## src/rtl/core/afne_pkg.sv

```systemverilog
// afne_pkg: shared types and constants for the archive file name extractor
// depends on nothing; used by every rtl/core module
package afne_pkg;

   localparam int OFFSET_W = 33;

   // parser phase codes
   localparam logic [1:0] PH_PRELUDE = 2'd0;
   localparam logic [1:0] PH_BLOCK   = 2'd1;
   localparam logic [1:0] PH_HALTED  = 2'd2;

   localparam logic [7:0] KIND_FILE       = 8'h74;
   localparam logic [7:0] PRELUDE_DEFAULT = 8'd22;

   // byte offsets inside a block, counted from the type byte
   localparam logic [OFFSET_W-1:0] OFF_HEAD_LO    = 33'd3;
   localparam logic [OFFSET_W-1:0] OFF_HEAD_HI    = 33'd4;
   localparam logic [OFFSET_W-1:0] OFF_PACK_FIRST = 33'd5;
   localparam logic [OFFSET_W-1:0] OFF_PACK_LAST  = 33'd8;
   localparam logic [OFFSET_W-1:0] OFF_NAMELEN_LO = 33'd24;
   localparam logic [OFFSET_W-1:0] OFF_NAMELEN_HI = 33'd25;
   localparam logic [OFFSET_W-1:0] OFF_NAME       = 33'd30;

   // bytes that must be read before the block step is known
   localparam logic [OFFSET_W-1:0] NEED_OTHER = 33'd5;
   localparam logic [OFFSET_W-1:0] NEED_FILE  = 33'd9;

   typedef struct packed {
      logic       valid;
      logic [7:0] name_byte;
      logic       name_end;
   } name_result_type;

endpackage

```

## src/rtl/core/afne_ifs.sv

```systemverilog
// afne_ifs: valid/ready channel interfaces for archive bytes and name bytes
// no dependencies
interface afne_req_if;
   logic       valid;
   logic       ready;
   logic [7:0] archive_byte;
   logic       end_of_archive;

   modport source (output valid, output archive_byte, output end_of_archive, input ready);
   modport sink   (input valid, input archive_byte, input end_of_archive, output ready);
endinterface

interface afne_rsp_if;
   logic       valid;
   logic       ready;
   logic [7:0] name_byte;
   logic       name_end;

   modport source (output valid, output name_byte, output name_end, input ready);
   modport sink   (input valid, input name_byte, input name_end, output ready);
endinterface

```

## src/rtl/core/afne_parse.sv

```systemverilog
// afne_parse: block chain walker state and per-byte next-state logic
// depends on afne_pkg
module afne_parse (
   input  logic                      clock,
   input  logic                      reset,
   input  logic                      advance,
   input  logic [7:0]                archive_byte,
   input  logic                      end_of_archive,
   input  logic [7:0]                prelude_length,
   output afne_pkg::name_result_type result
);

   logic [1:0]                      phase_ff, phase_in;
   logic [7:0]                      prelude_count_ff, prelude_count_in;
   logic [afne_pkg::OFFSET_W-1:0]   block_offset_ff, block_offset_in;
   logic [7:0]                      block_kind_ff, block_kind_in;
   logic [15:0]                     header_bytes_ff, header_bytes_in;
   logic [31:0]                     payload_bytes_ff, payload_bytes_in;
   logic [15:0]                     name_length_ff, name_length_in;

   logic                            in_block;
   logic                            is_file;
   logic [afne_pkg::OFFSET_W-1:0]   offset;
   logic [afne_pkg::OFFSET_W-1:0]   offset_next;
   logic [afne_pkg::OFFSET_W-1:0]   step;
   logic [afne_pkg::OFFSET_W-1:0]   need;
   logic [afne_pkg::OFFSET_W-1:0]   name_stop;
   logic [afne_pkg::OFFSET_W-1:0]   stop;
   logic [1:0]                      lane;

   always_comb begin
      phase_in         = phase_ff;
      prelude_count_in = prelude_count_ff;
      block_kind_in    = block_kind_ff;
      header_bytes_in  = header_bytes_ff;
      payload_bytes_in = payload_bytes_ff;
      name_length_in   = name_length_ff;
      block_offset_in  = block_offset_ff;
      result           = '0;
      in_block         = 1'b0;
      offset           = block_offset_ff;

      // prelude skip; the byte that ends it is already the first type byte
      if (phase_ff == afne_pkg::PH_PRELUDE) begin
         if (prelude_count_ff < prelude_length) begin
            prelude_count_in = 8'(prelude_count_ff + 8'd1);
         end else begin
            phase_in = afne_pkg::PH_BLOCK;
            offset   = '0;
            in_block = 1'b1;
         end
      end else if (phase_ff == afne_pkg::PH_BLOCK) begin
         in_block = 1'b1;
      end

      if (offset == '0) begin
         block_kind_in = archive_byte;
      end
      is_file = (block_kind_in == afne_pkg::KIND_FILE);
      lane    = 2'(offset - afne_pkg::OFF_PACK_FIRST);

      if (offset == '0) begin
         header_bytes_in  = '0;
         payload_bytes_in = '0;
         name_length_in   = '0;
      end else if (offset == afne_pkg::OFF_HEAD_LO) begin
         header_bytes_in[7:0] = archive_byte;
      end else if (offset == afne_pkg::OFF_HEAD_HI) begin
         header_bytes_in[15:8] = archive_byte;
      end else if (is_file && offset >= afne_pkg::OFF_PACK_FIRST
                   && offset <= afne_pkg::OFF_PACK_LAST) begin
         payload_bytes_in[{lane, 3'b000} +: 8] = archive_byte;
      end else if (is_file && offset == afne_pkg::OFF_NAMELEN_LO) begin
         name_length_in[7:0] = archive_byte;
      end else if (is_file && offset == afne_pkg::OFF_NAMELEN_HI) begin
         name_length_in[15:8] = archive_byte;
      end

      // head size, plus pack size for file blocks
      step = afne_pkg::OFFSET_W'(header_bytes_in)
           + (is_file ? afne_pkg::OFFSET_W'(payload_bytes_in) : '0);

      name_stop   = afne_pkg::OFF_NAME + afne_pkg::OFFSET_W'(name_length_ff);
      stop        = (name_stop < step) ? name_stop : step;
      offset_next = afne_pkg::OFFSET_W'(offset + 33'd1);
      need        = is_file ? afne_pkg::NEED_FILE : afne_pkg::NEED_OTHER;

      if (in_block) begin
         if (is_file && offset >= afne_pkg::OFF_NAME && offset < name_stop) begin
            result.valid     = 1'b1;
            result.name_byte = archive_byte;
            result.name_end  = (offset_next == stop);
         end
         block_offset_in = offset_next;
         if (offset_next >= need) begin
            if (step == '0) begin
               phase_in = afne_pkg::PH_HALTED;
            end else if (offset_next >= step) begin
               block_offset_in = '0;
            end
         end
      end else begin
         block_kind_in    = block_kind_ff;
         header_bytes_in  = header_bytes_ff;
         payload_bytes_in = payload_bytes_ff;
         name_length_in   = name_length_ff;
      end

      // last byte of the archive: back to the prelude
      if (end_of_archive) begin
         phase_in         = afne_pkg::PH_PRELUDE;
         prelude_count_in = '0;
         block_offset_in  = '0;
         block_kind_in    = '0;
         header_bytes_in  = '0;
         payload_bytes_in = '0;
         name_length_in   = '0;
      end
   end

   always_ff @(posedge clock) begin
      if (reset) begin
         phase_ff         <= afne_pkg::PH_PRELUDE;
         prelude_count_ff <= '0;
         block_offset_ff  <= '0;
         block_kind_ff    <= '0;
         header_bytes_ff  <= '0;
         payload_bytes_ff <= '0;
         name_length_ff   <= '0;
      end else if (advance) begin
         phase_ff         <= phase_in;
         prelude_count_ff <= prelude_count_in;
         block_offset_ff  <= block_offset_in;
         block_kind_ff    <= block_kind_in;
         header_bytes_ff  <= header_bytes_in;
         payload_bytes_ff <= payload_bytes_in;
         name_length_ff   <= name_length_in;
      end
   end

endmodule

```

## src/rtl/core/afne_out_reg.sv

```systemverilog
// afne_out_reg: result register driving the name byte channel
// depends on afne_pkg and afne_rsp_if
module afne_out_reg (
   input  logic                      clock,
   input  logic                      reset,
   input  logic                      load,
   input  afne_pkg::name_result_type result,
   output logic                      out_free,
   afne_rsp_if.source                rsp_chan
);

   logic       valid_ff, valid_in;
   logic [7:0] name_byte_ff;
   logic       name_end_ff;

   assign out_free = !valid_ff || rsp_chan.ready;

   always_comb begin
      valid_in = valid_ff;
      if (load) begin
         valid_in = 1'b1;
      end else if (rsp_chan.ready) begin
         valid_in = 1'b0;
      end
   end

   always_ff @(posedge clock) begin
      if (reset) begin
         valid_ff <= 1'b0;
      end else begin
         valid_ff <= valid_in;
      end
   end

   always_ff @(posedge clock) begin
      if (load) begin
         name_byte_ff <= result.name_byte;
         name_end_ff  <= result.name_end;
      end
   end

   assign rsp_chan.valid     = valid_ff;
   assign rsp_chan.name_byte = name_byte_ff;
   assign rsp_chan.name_end  = name_end_ff;

endmodule

```

## src/rtl/core/archive_file_name_extractor_top.sv

```systemverilog
// archive_file_name_extractor_top: lists stored file names of a block-chained archive
// depends on afne_pkg, afne_ifs, afne_parse and afne_out_reg
//
//   channel    direction  handshake               carries
//   req_chan   in         valid/ready             archive_byte, end_of_archive
//   rsp_chan   out        valid/ready             name_byte, name_end
//   csr        in         csr_write_enable only   prelude_length (8 bit)
//
// one byte a cycle sustained while the result register is not held full; a transaction
// is registered in the input register, and its name byte, if any, then goes to the result register
// reset clears all parser state and sets prelude_length to 22, no clearing pass
// a full result register that is not taken holds the input register, which in
// turn drops req_chan.ready; bytes that give no name byte still move on
module archive_file_name_extractor_top (
   input  logic       clock,
   input  logic       reset,
   afne_req_if.sink   req_chan,
   afne_rsp_if.source rsp_chan,
   input  logic       csr_write_enable,
   input  logic [7:0] csr_write_data
);

   // prelude length register: user must write it only while idle; not enforced
   logic [7:0] prelude_length_ff;

   always_ff @(posedge clock) begin
      if (reset) begin
         prelude_length_ff <= afne_pkg::PRELUDE_DEFAULT;
      end else if (csr_write_enable) begin
         prelude_length_ff <= csr_write_data;
      end
   end

   // input register
   logic       in_valid_ff, in_valid_in;
   logic [7:0] in_byte_ff;
   logic       in_last_ff;

   logic                      advance;
   logic                      out_free;
   logic                      req_take;
   afne_pkg::name_result_type result;

   // a byte leaves the input register when it makes no name byte or the
   // result register has room
   assign advance        = in_valid_ff && (!result.valid || out_free);
   assign req_chan.ready = !in_valid_ff || advance;
   assign req_take       = req_chan.valid && req_chan.ready;

   always_comb begin
      in_valid_in = in_valid_ff;
      if (req_take) begin
         in_valid_in = 1'b1;
      end else if (advance) begin
         in_valid_in = 1'b0;
      end
   end

   always_ff @(posedge clock) begin
      if (reset) begin
         in_valid_ff <= 1'b0;
      end else begin
         in_valid_ff <= in_valid_in;
      end
   end

   always_ff @(posedge clock) begin
      if (req_take) begin
         in_byte_ff <= req_chan.archive_byte;
         in_last_ff <= req_chan.end_of_archive;
      end
   end

   // block chain walker, state moves once per processed transaction
   afne_parse u_parse (
      .clock          (clock),
      .reset          (reset),
      .advance        (advance),
      .archive_byte   (in_byte_ff),
      .end_of_archive (in_last_ff),
      .prelude_length (prelude_length_ff),
      .result         (result)
   );

   // result register
   afne_out_reg u_out_reg (
      .clock    (clock),
      .reset    (reset),
      .load     (advance && result.valid),
      .result   (result),
      .out_free (out_free),
      .rsp_chan (rsp_chan)
   );

endmodule

```

## src/flat_wrapper.sv

```systemverilog
// flat-port wrapper written by rule: the top's interface ports become plain ports
module archive_file_name_extractor_top_flat 
  (clock, reset, csr_write_enable, csr_write_data, req_chan_valid, req_chan_archive_byte, req_chan_end_of_archive, req_chan_ready, rsp_chan_valid, rsp_chan_name_byte, rsp_chan_name_end, rsp_chan_ready);
  afne_req_if req_chan_i ();
  afne_rsp_if rsp_chan_i ();
  input  logic clock;
  input  logic reset;
  input  logic csr_write_enable;
  input  logic [7:0] csr_write_data;
  input wire logic [$bits(req_chan_i.valid)-1:0] req_chan_valid;
  input wire logic [$bits(req_chan_i.archive_byte)-1:0] req_chan_archive_byte;
  input wire logic [$bits(req_chan_i.end_of_archive)-1:0] req_chan_end_of_archive;
  output wire logic [$bits(req_chan_i.ready)-1:0] req_chan_ready;
  output wire logic [$bits(rsp_chan_i.valid)-1:0] rsp_chan_valid;
  output wire logic [$bits(rsp_chan_i.name_byte)-1:0] rsp_chan_name_byte;
  output wire logic [$bits(rsp_chan_i.name_end)-1:0] rsp_chan_name_end;
  input wire logic [$bits(rsp_chan_i.ready)-1:0] rsp_chan_ready;
  assign req_chan_i.valid = req_chan_valid;
  assign req_chan_i.archive_byte = req_chan_archive_byte;
  assign req_chan_i.end_of_archive = req_chan_end_of_archive;
  assign req_chan_ready = req_chan_i.ready;
  assign rsp_chan_valid = rsp_chan_i.valid;
  assign rsp_chan_name_byte = rsp_chan_i.name_byte;
  assign rsp_chan_name_end = rsp_chan_i.name_end;
  assign rsp_chan_i.ready = rsp_chan_ready;
  archive_file_name_extractor_top u_core (.clock(clock), .reset(reset), .req_chan(req_chan_i), .rsp_chan(rsp_chan_i), .csr_write_enable(csr_write_enable), .csr_write_data(csr_write_data));
endmodule
```

## config.mk

```make
export PLATFORM = sky130hd
export DESIGN_NAME = archive_file_name_extractor_top_flat
export DESIGN_NICKNAME = d
export VERILOG_FILES = /design/src/rtl/core/afne_pkg.sv /design/src/rtl/core/afne_ifs.sv /design/src/rtl/core/afne_parse.sv /design/src/rtl/core/afne_out_reg.sv /design/src/rtl/core/archive_file_name_extractor_top.sv /design/src/flat_wrapper.sv
export SDC_FILE = /design/constraint.sdc
export NUM_CORES = 1
export LEC_CHECK = 0
export BUFFER_PORTS_ARGS = -buffer_cell sky130_fd_sc_hd__clkbuf_2
export CELL_PAD_IN_SITES_DETAIL_PLACEMENT = 1
export CELL_PAD_IN_SITES_GLOBAL_PLACEMENT = 1
export CORE_MARGIN = 4
export CORE_UTILIZATION = 39
export CTS_CLUSTER_DIAMETER = 60
export DETAILED_ROUTE_END_ITERATION = 10
export HOLD_SLACK_MARGIN = 0.03
export PLACE_DENSITY_LB_ADDON = 0.1
export RECOVER_POWER = 25
export SLEW_MARGIN = 20
export SYNTH_ARGS = -nofsm -noshare
export SYNTH_HDL_FRONTEND = slang
export SYNTH_HIERARCHICAL = 1
export SYNTH_SLANG_ARGS = --single-unit
```

## constraint.sdc

```tcl
create_clock -name clock -period 8 [get_ports clock]
set_input_delay 0 -clock clock [delete_from_list [all_inputs] [get_ports clock]]
set_output_delay 0 -clock clock [all_outputs]
set_load 0.005 [all_outputs]
```

* After elaboration in Yosys (flattened, before gate mapping)
Cells that the tools add are included.
W data, S select, Z words.
** Word-level totals
- Bits in writable memories :: 0
- Output and inout bits :: 11
- Latch bits :: 0
- Memories kept :: 0
- Bits in registers :: 143
- Bits of input ports :: 22
- Logic and storage cells :: 125
- ROM bits :: 0
** Cells by class
- Divide/modulo/power cells :: 0
- $lt $le $gt $ge :: 8
- Add/sub/neg operators :: 6
- Muxes and demuxes :: 53
- Reductions and logical operators :: 30
- Bitwise gates (word level) :: 0
- Shift operators :: 2
- Multipliers :: 0
- Equality and inequality tests :: 11
** Operator list (number)
- $mux W33 :: 8
- $mux W32 :: 7
- $mux W16 :: 9
- $mux W8 :: 12
- $eq A33 B5 Y1 const B :: 2
- $logic_not A33 Y1 :: 2
- $add A16 B32 Y33 :: 1
- $add A33 B1 Y33 const B :: 1
- $eq A33 B2 Y1 const B :: 1
- $eq A33 B3 Y1 const B :: 1
- $eq A33 B33 Y1 :: 1
- $ge A33 B3 Y1 const B :: 1
- $ge A33 B33 Y1 :: 1
- $ge A33 B4 Y1 :: 1
- $ge A33 B5 Y1 const B :: 1
- $le A33 B4 Y1 const B :: 1
- $lt A17 B33 Y1 :: 1
- $lt A33 B17 Y1 :: 1
- $bwmux W32 :: 1
- $shift A8 B7 Y32 const A :: 1
- $shiftx A8 B7 Y32 :: 1
- $mux W10 :: 2
- $add A5 B16 Y17 const A :: 1
- $mux W2 :: 6
- 19 further kinds :: 46

* Depth between registers and ports, before layout
- Depth in word-level cells :: 25
- Mapped depth :: 41
- Depth with buffers taken out :: 40

* Hierarchy
The synthesis kept the hierarchy.
** By module, submodules not included
- afne_parse :: sequential area each 2302.2 um2, instances 1, cells each 1348, area each 10316.1 um2
- archive_file_name_extractor_top :: sequential area each 450.4 um2, instances 1, cells each 43, area each 626.9 um2
- afne_out_reg :: sequential area each 290.3 um2, instances 1, cells each 13, area each 316.6 um2

* Worst setup path after synthesis
No wires, ideal clock.
- Path type :: reg2reg
- Start :: register u_core.prelude_length_ff[5]
- End :: register u_core/u_parse/block_offset_ff[4] in the netlist's numbering
- Path slack :: -0.361 ns
- Setup time :: 0.117 ns
- Buffers on the path :: 3
- Cell stages (with the launch flop) :: 41
- Required time :: 7.883 ns
- Data arrival time :: 8.244 ns
- Period minus slack after synthesis :: 8.361 ns
- Path through :: dfxtp_1 inv_1 ha_1 a21oi_1 o21ai_0 a31oi_4 o21ai_1 inv_1 ha_1 clkbuf_1 nor3_1 o31ai_4 nand3_1 and4_1 and2_1 clkbuf_1 nand3_1 a211oi_1 (+5 left out) a21o_1 a21o_1 a311oi_1 nand2_1 or4_1 xor2_1 ha_1 nand4_1 nor4_1 nand4_1 nand2_1 o31ai_1 a21oi_1 o21ai_0 a211oi_1 a21oi_1 clkbuf_1 a22o_1
** Between the ends
- Cells in the longest elaborated chain, start to end :: 20
- Elaborated cells between the ends (all ways) :: 50
- Classes of those cells :: add/sub (4); order compare (7); eq/ne (3); shift (2); mux (23); reduce/logical (11)
** Ends and longest elaborated chain
- from (decl) :: line archive_file_name_extractor_top.sv:24 : logic [7:0] prelude_length_ff;
- from (signal assigned) :: line archive_file_name_extractor_top.sv:28 : prelude_length_ff <= afne_pkg::PRELUDE_DEFAULT;
- from (signal assigned) :: line archive_file_name_extractor_top.sv:30 : prelude_length_ff <= csr_write_data;
- $lt A8 B8 Y1 (*) :: line afne_parse.sv:45 : if (prelude_count_ff < prelude_length) begin
- parallel branches: the longest is 19 deep, another holds $add A16 B32 Y33
- to (signal assigned) :: line afne_parse.sv:133 : block_offset_ff <= block_offset_in;
- to (decl) :: line afne_parse.sv:15 : logic [afne_pkg::OFFSET_W-1:0] block_offset_ff, block_offset_in;
Every way passes the cells marked *. The select of a mux whose other input is x is not followed.
A chain may end at the register's enable or synchronous reset.

* Worst setup path after layout
- Start :: register u_core.prelude_length_ff[2]
- End :: register u_core.u_out_reg.name_end_ff (netlist: u_core/u_out_reg/rsp_chan.name_end), data pin
** Between the ends
- Cells in the longest elaborated chain, start to end :: 17
- Elaborated cells between the ends (all ways) :: 38
- Classes of those cells :: add/sub (4); order compare (6); eq/ne (4); shift (2); mux (16); reduce/logical (6)
** Ends and longest elaborated chain
- $lt A8 B8 Y1 (*) :: line afne_parse.sv:45
- parallel branches: the longest is 16 deep, another holds $add A16 B32 Y33
- to (signal assigned) :: line afne_out_reg.sv:38 : name_end_ff <= result.name_end;
- to (decl) :: line afne_out_reg.sv:14 : logic name_end_ff;
Every way passes the cells marked *.

==> out/summary.json <==
{
  "die_w": {"value": 178, "unit": "um"},
  "floorplan.initialDensity": {"value": 0.400},
  "synth_nets": {"value": 1522},
  "clock-skew-final": {"value": 0.0145, "unit": "ns"},
  "final_common_cell": {"value": "sky130_fd_sc_hd__nor2_1"},
  "worst-slew-pin-transition": {"value": 3.19, "unit": "ns"},
  "setup_viol_count_final": {"value": 0},
  "share_seq_of_total_power": {"value": 0.446},
  "clock_latency": {"value": 0.44, "unit": "ns"},
  "postPlaceCellArea": {"value": 0.0122, "unit": "mm^2"},
  "clk_pin_slew": {"value": 0.07, "unit": "ns"},
  "switching_share_of_power": {"value": 0.256},
  "final_period_minus_worst_setup_slack": {"value": 7.71, "unit": "ns"},
  "area_growth_syn_to_layout": {"value": 17.1, "unit": "%"},
  "post-layout-total-power": {"value": 1.65, "unit": "mW"},
  "fin_nets": {"value": 1605},
  "fmaxAchievable": {"value": 0.130, "unit": "GHz"},
  "timing.critical_path.slowest_cell_delay": {"value": 0.49, "unit": "ns"},
  "ys_types": {"value": 82},
  "num_rows": {"value": 61},
  "endpoint_class_of_the_critical_path": {"value": "flop"},
  "worst_ir_drop_vdd": {"value": 138, "unit": "uV"},
  "wl_met2": {"value": 20200, "unit": "um"},
  "route.detailed.drc": {"value": 0},
  "cts-htree-levels": {"value": 4},
  "number_of_synthesized_flops_with_an_enable_pin": {"value": 18},
  "placeable_area": {"value": 0.0282, "unit": "mm^2"},
  "critPathMaxFanout": {"value": 7},
  "route.detailed.vias_per_inst": {"value": 5.87},
  "utilization": {"value": 0.468},
  "status": {"value": "finished, violations left"},
  "detailedPlacementHpwl": {"value": 31500, "unit": "um"},
  "number_of_synthesis_warnings": {"value": 6},
  "first_pass_iters": {"value": 7},
  "dp.cells": {"value": 1817},
  "clock_power_share": {"value": 0.498},
  "largest_family_of_logic_cells_by_synthesized_area": {"value": "simple AND/OR/NAND/NOR gates"},
  "grt_pass1_vias": {"value": 11388},
  "hold_viol": {"value": 0},
  "tritoncts_num_sinks": {"value": 143},
  "count_of_nets_left_with_antenna_violations_after_detail_routing": {"value": 0},
  "worst_slew_margin_rel": {"value": -1.12},
  "final_cell_mix": {"value": "sky130_fd_sc_hd__nor2_1, sky130_fd_sc_hd__dfxtp_1, sky130_fd_sc_hd__ha_1, sky130_fd_sc_hd__nand2_1, sky130_fd_sc_hd__buf_4"},
  "dominantRegCellSynth": {"value": "sky130_fd_sc_hd__dfxtp_1"},
  "postSynth.asyncResetShare": {"value": 0},
  "die_area": {"value": 0.0317, "unit": "mm^2"},
  "post_route_non_filler_standard_cell_count": {"value": 1879},
  "synth_sequential_area_ratio": {"value": 0.270},
  "globalRouteTotalUtil": {"value": 0.268},
  "avgRoutedWirePerCell": {"value": 22.4, "unit": "um"},
  "violations_in_the_final_reports": {"value": "capacitance limit, slew limit"},
  "compound_cell_area_share_of_the_yosys_netlist": {"value": 0.196},
  "critical_path.startpoint_type": {"value": "flop"},
  "syn-instance-count": {"value": 1404},
  "power.net_switching": {"value": 0.424, "unit": "mW"},
  "layout-drive-gt1-share": {"value": 0.123},
  "critical-path-top-cell-by-count": {"value": "sky130_fd_sc_hd__ha_1"},
  "worst_ep_arrival_time": {"value": 7.97, "unit": "ns"},
  "critical-path-slowest-cell": {"value": "sky130_fd_sc_hd__o311ai_0"},
  "max_cap_violations": {"value": 1},
  "overflow": {"value": 0},
  "rd_place_congestion": {"value": 0.924},
  "antenna_found_initial": {"value": 1},
  "route.layer.met1.wl": {"value": 19300, "unit": "um"},
  "syn-cell-area": {"value": 0.0113, "unit": "mm^2"},
  "worstSetupPathType": {"value": "reg -> reg"},
  "first_pass_grt_wire_length": {"value": 65600, "unit": "um"},
  "power_leakage": {"value": 5.42, "unit": "nW"},
  "grt_start_max_net_pins": {"value": 66},
  "input_output_buffers": {"value": 32},
  "cts_root_buffer": {"value": "sky130_fd_sc_hd__clkbuf_16"},
  "simple_gate_share_of_the_synthesized_area": {"value": 0.258},
  "synthMuxAreaShare": {"value": 0.0576},
  "drt-initial-drc-count": {"value": 679},
  "io_pins": {"value": 33},
  "die_y": {"value": 178, "unit": "um"},
  "fin_crit_sh": {"value": 0.964},
  "p_int": {"value": 1.23, "unit": "mW"},
  "detailroute.via_count": {"value": 11021},
  "powerDensity": {"value": 125, "unit": "mW/mm^2"},
  "routed-wl-met3": {"value": 1700, "unit": "um"},
  "maxUsedRoutingLayer": {"value": "met4"},
  "routed_wirelength": {"value": 42000, "unit": "um"},
  "post_synth.cell_area_avg": {"value": 8.02, "unit": "um^2"},
  "finalMaxSlewViolations": {"value": 66},
  "ys_ff_latch": {"value": 143},
  "post_synth_xor_xnor_area": {"value": 0.0638},
  "cts-root-to-sink-buffers": {"value": 2},
  "hold_path_class": {"value": "in -> reg"},
  "tritoncts.num_buffers": {"value": 17},
  "tritoncts": {"value": "built"},
  "crit_required": {"value": 8.26, "unit": "ns"},
  "synthAdderAreaFrac": {"value": 0.108},
  "combPwrFrac": {"value": 0.056},
  "fillers": {"value": 3420},
  "finalHoldWorstSlack": {"value": 0.0587, "unit": "ns"},
  "design_area": {"value": 0.0132, "unit": "mm^2"}
}
-- synthesized netlist by cell type, types with 8 or more instances --
cell,count,area share
sky130_fd_sc_hd__a211oi_1,25,0.017
sky130_fd_sc_hd__a21o_1,32,0.021
sky130_fd_sc_hd__a21oi_1,70,0.031
sky130_fd_sc_hd__a22o_1,31,0.024
sky130_fd_sc_hd__a22oi_1,44,0.029
sky130_fd_sc_hd__a31oi_1,8,0.0044
sky130_fd_sc_hd__and2_1,32,0.018
sky130_fd_sc_hd__and3_1,27,0.015
sky130_fd_sc_hd__and4_1,10,0.0078
sky130_fd_sc_hd__clkbuf_1,59,0.020
sky130_fd_sc_hd__dfxtp_1,125,0.22
sky130_fd_sc_hd__edfxtp_1,18,0.048
sky130_fd_sc_hd__ha_1,95,0.11
sky130_fd_sc_hd__inv_1,67,0.022
sky130_fd_sc_hd__mux2i_1,58,0.052
sky130_fd_sc_hd__nand2_1,89,0.030
sky130_fd_sc_hd__nand2b_1,16,0.0089
sky130_fd_sc_hd__nand3_1,57,0.025
sky130_fd_sc_hd__nand4_1,33,0.018
sky130_fd_sc_hd__nor2_1,182,0.061
sky130_fd_sc_hd__nor3_1,42,0.019
sky130_fd_sc_hd__nor4_1,23,0.013
sky130_fd_sc_hd__o21a_1,11,0.0073
sky130_fd_sc_hd__o21ai_0,37,0.016
sky130_fd_sc_hd__or3_1,16,0.0089
sky130_fd_sc_hd__xnor2_1,35,0.027
sky130_fd_sc_hd__xor2_1,47,0.037
-- final cells by class --
| class | count | area (um^2) | share of cell area |
|---|---|---|---|
| multi-input cells | 1129 | 7880 | 0.598 |
| flip-flops and latches | 143 | 3040 | 0.231 |
| repair buffers | 129 | 946 | 0.0717 |
| well taps | 378 | 473 | 0.0359 |
| clock buffers | 19 | 433 | 0.0328 |
| inverters | 67 | 251 | 0.0191 |
| clock inverters | 13 | 158 | 0.0120 |
| diodes | 1 | 2.50 | 0.000190 |
-- kinds of logic after synthesis --
kind of cell,count (synthesis)
xor+xnor,82
compound gates,314
fa+ha+maj,97
simple gates,572
flops,143
buf+inv,132
mux,64
-- through the flow --
step / TNS, ns / setup WS, ns
after floorplan: 0 / 0.0865
after detailed placement: -6.87 / -0.231
after CTS: 0 / 0.0308
after global placement: 0 / 0.180
after global routing: -0.873 / -0.0426
final: 0 / 0.290
-- per-layer routing --
metal  vias up  GRT usage
li1       5293          -
met1      5473      0.351
met2       211      0.450
met3        44     0.0435
met4         0     0.0896
met5         -          0
-- worst max-delay path: cells and delay by family, from the launching register on --
kind / cells / cell delay (ns)
AOI/OAI and AO/OA: 13 / 3.18
and+or+nand+nor: 12 / 2.19
adders and majority gates: 4 / 1.17
buffers and inverters: 5 / 0.63
DFF: 1 / 0.34
-- sequential cells by signal, indices dropped and copies added (netlist names) --
signal	flops
u_core/u_parse/block_offset_ff	33
u_core/u_parse/payload_bytes_ff	32
u_core/u_parse/header_bytes_ff	16
u_core/u_parse/name_length_ff	16
u_core/in_byte_ff	8
u_core/prelude_length_ff	8
u_core/u_out_reg/rsp_chan.name_byte	8
u_core/u_parse/block_kind_ff	8
u_core/u_parse/prelude_count_ff	8
u_core/u_parse/phase_ff	2
u_core/in_last_ff	1
u_core/in_valid_ff	1
u_core/u_out_reg/rsp_chan.name_end	1
u_core/u_out_reg/rsp_chan.valid	1
-- repair_timing --
item                                    in CTS  in global routing
buffers inserted                             0                  4
hold endpoints to repair                    22                  0
endpoints found under the setup margin      34                 34
pin swaps                                    0                 10
gates resized for setup                      7                 26
hold buffers                                25                  0
-- power groups by stage --
stage          registers, mW  clock network, mW  logic, mW
6_report               0.737              0.824     0.0927
5_1_grt                0.738              0.878     0.0990
4_1_cts                0.737              0.846     0.0912
3_5_place_dp           0.753                  0     0.0811
3_3_place_gp           0.753                  0     0.0802
2_1_floorplan          0.752                  0     0.0419
-- worst paths after layout --
kind	startpoint	endpoint	slack [ns]	depth (start not counted)
max	u_core/prelude_length_ff[2]$_SDFFE_PP1P_	u_core/u_out_reg/rsp_chan.name_end$_DFFE_PP_	0.29	34
min	csr_write_enable	u_core/prelude_length_ff[3]$_SDFFE_PP0P_	0.06	3
max reg2reg	u_core/prelude_length_ff[2]$_SDFFE_PP1P_	u_core/u_out_reg/rsp_chan.name_end$_DFFE_PP_	0.29	34
min reg2reg	u_core/u_parse/payload_bytes_ff[31]$_SDFFE_PP0P_	u_core/u_parse/payload_bytes_ff[31]$_SDFFE_PP0P_	0.49	2
Power figures use the tool's default switching activity.
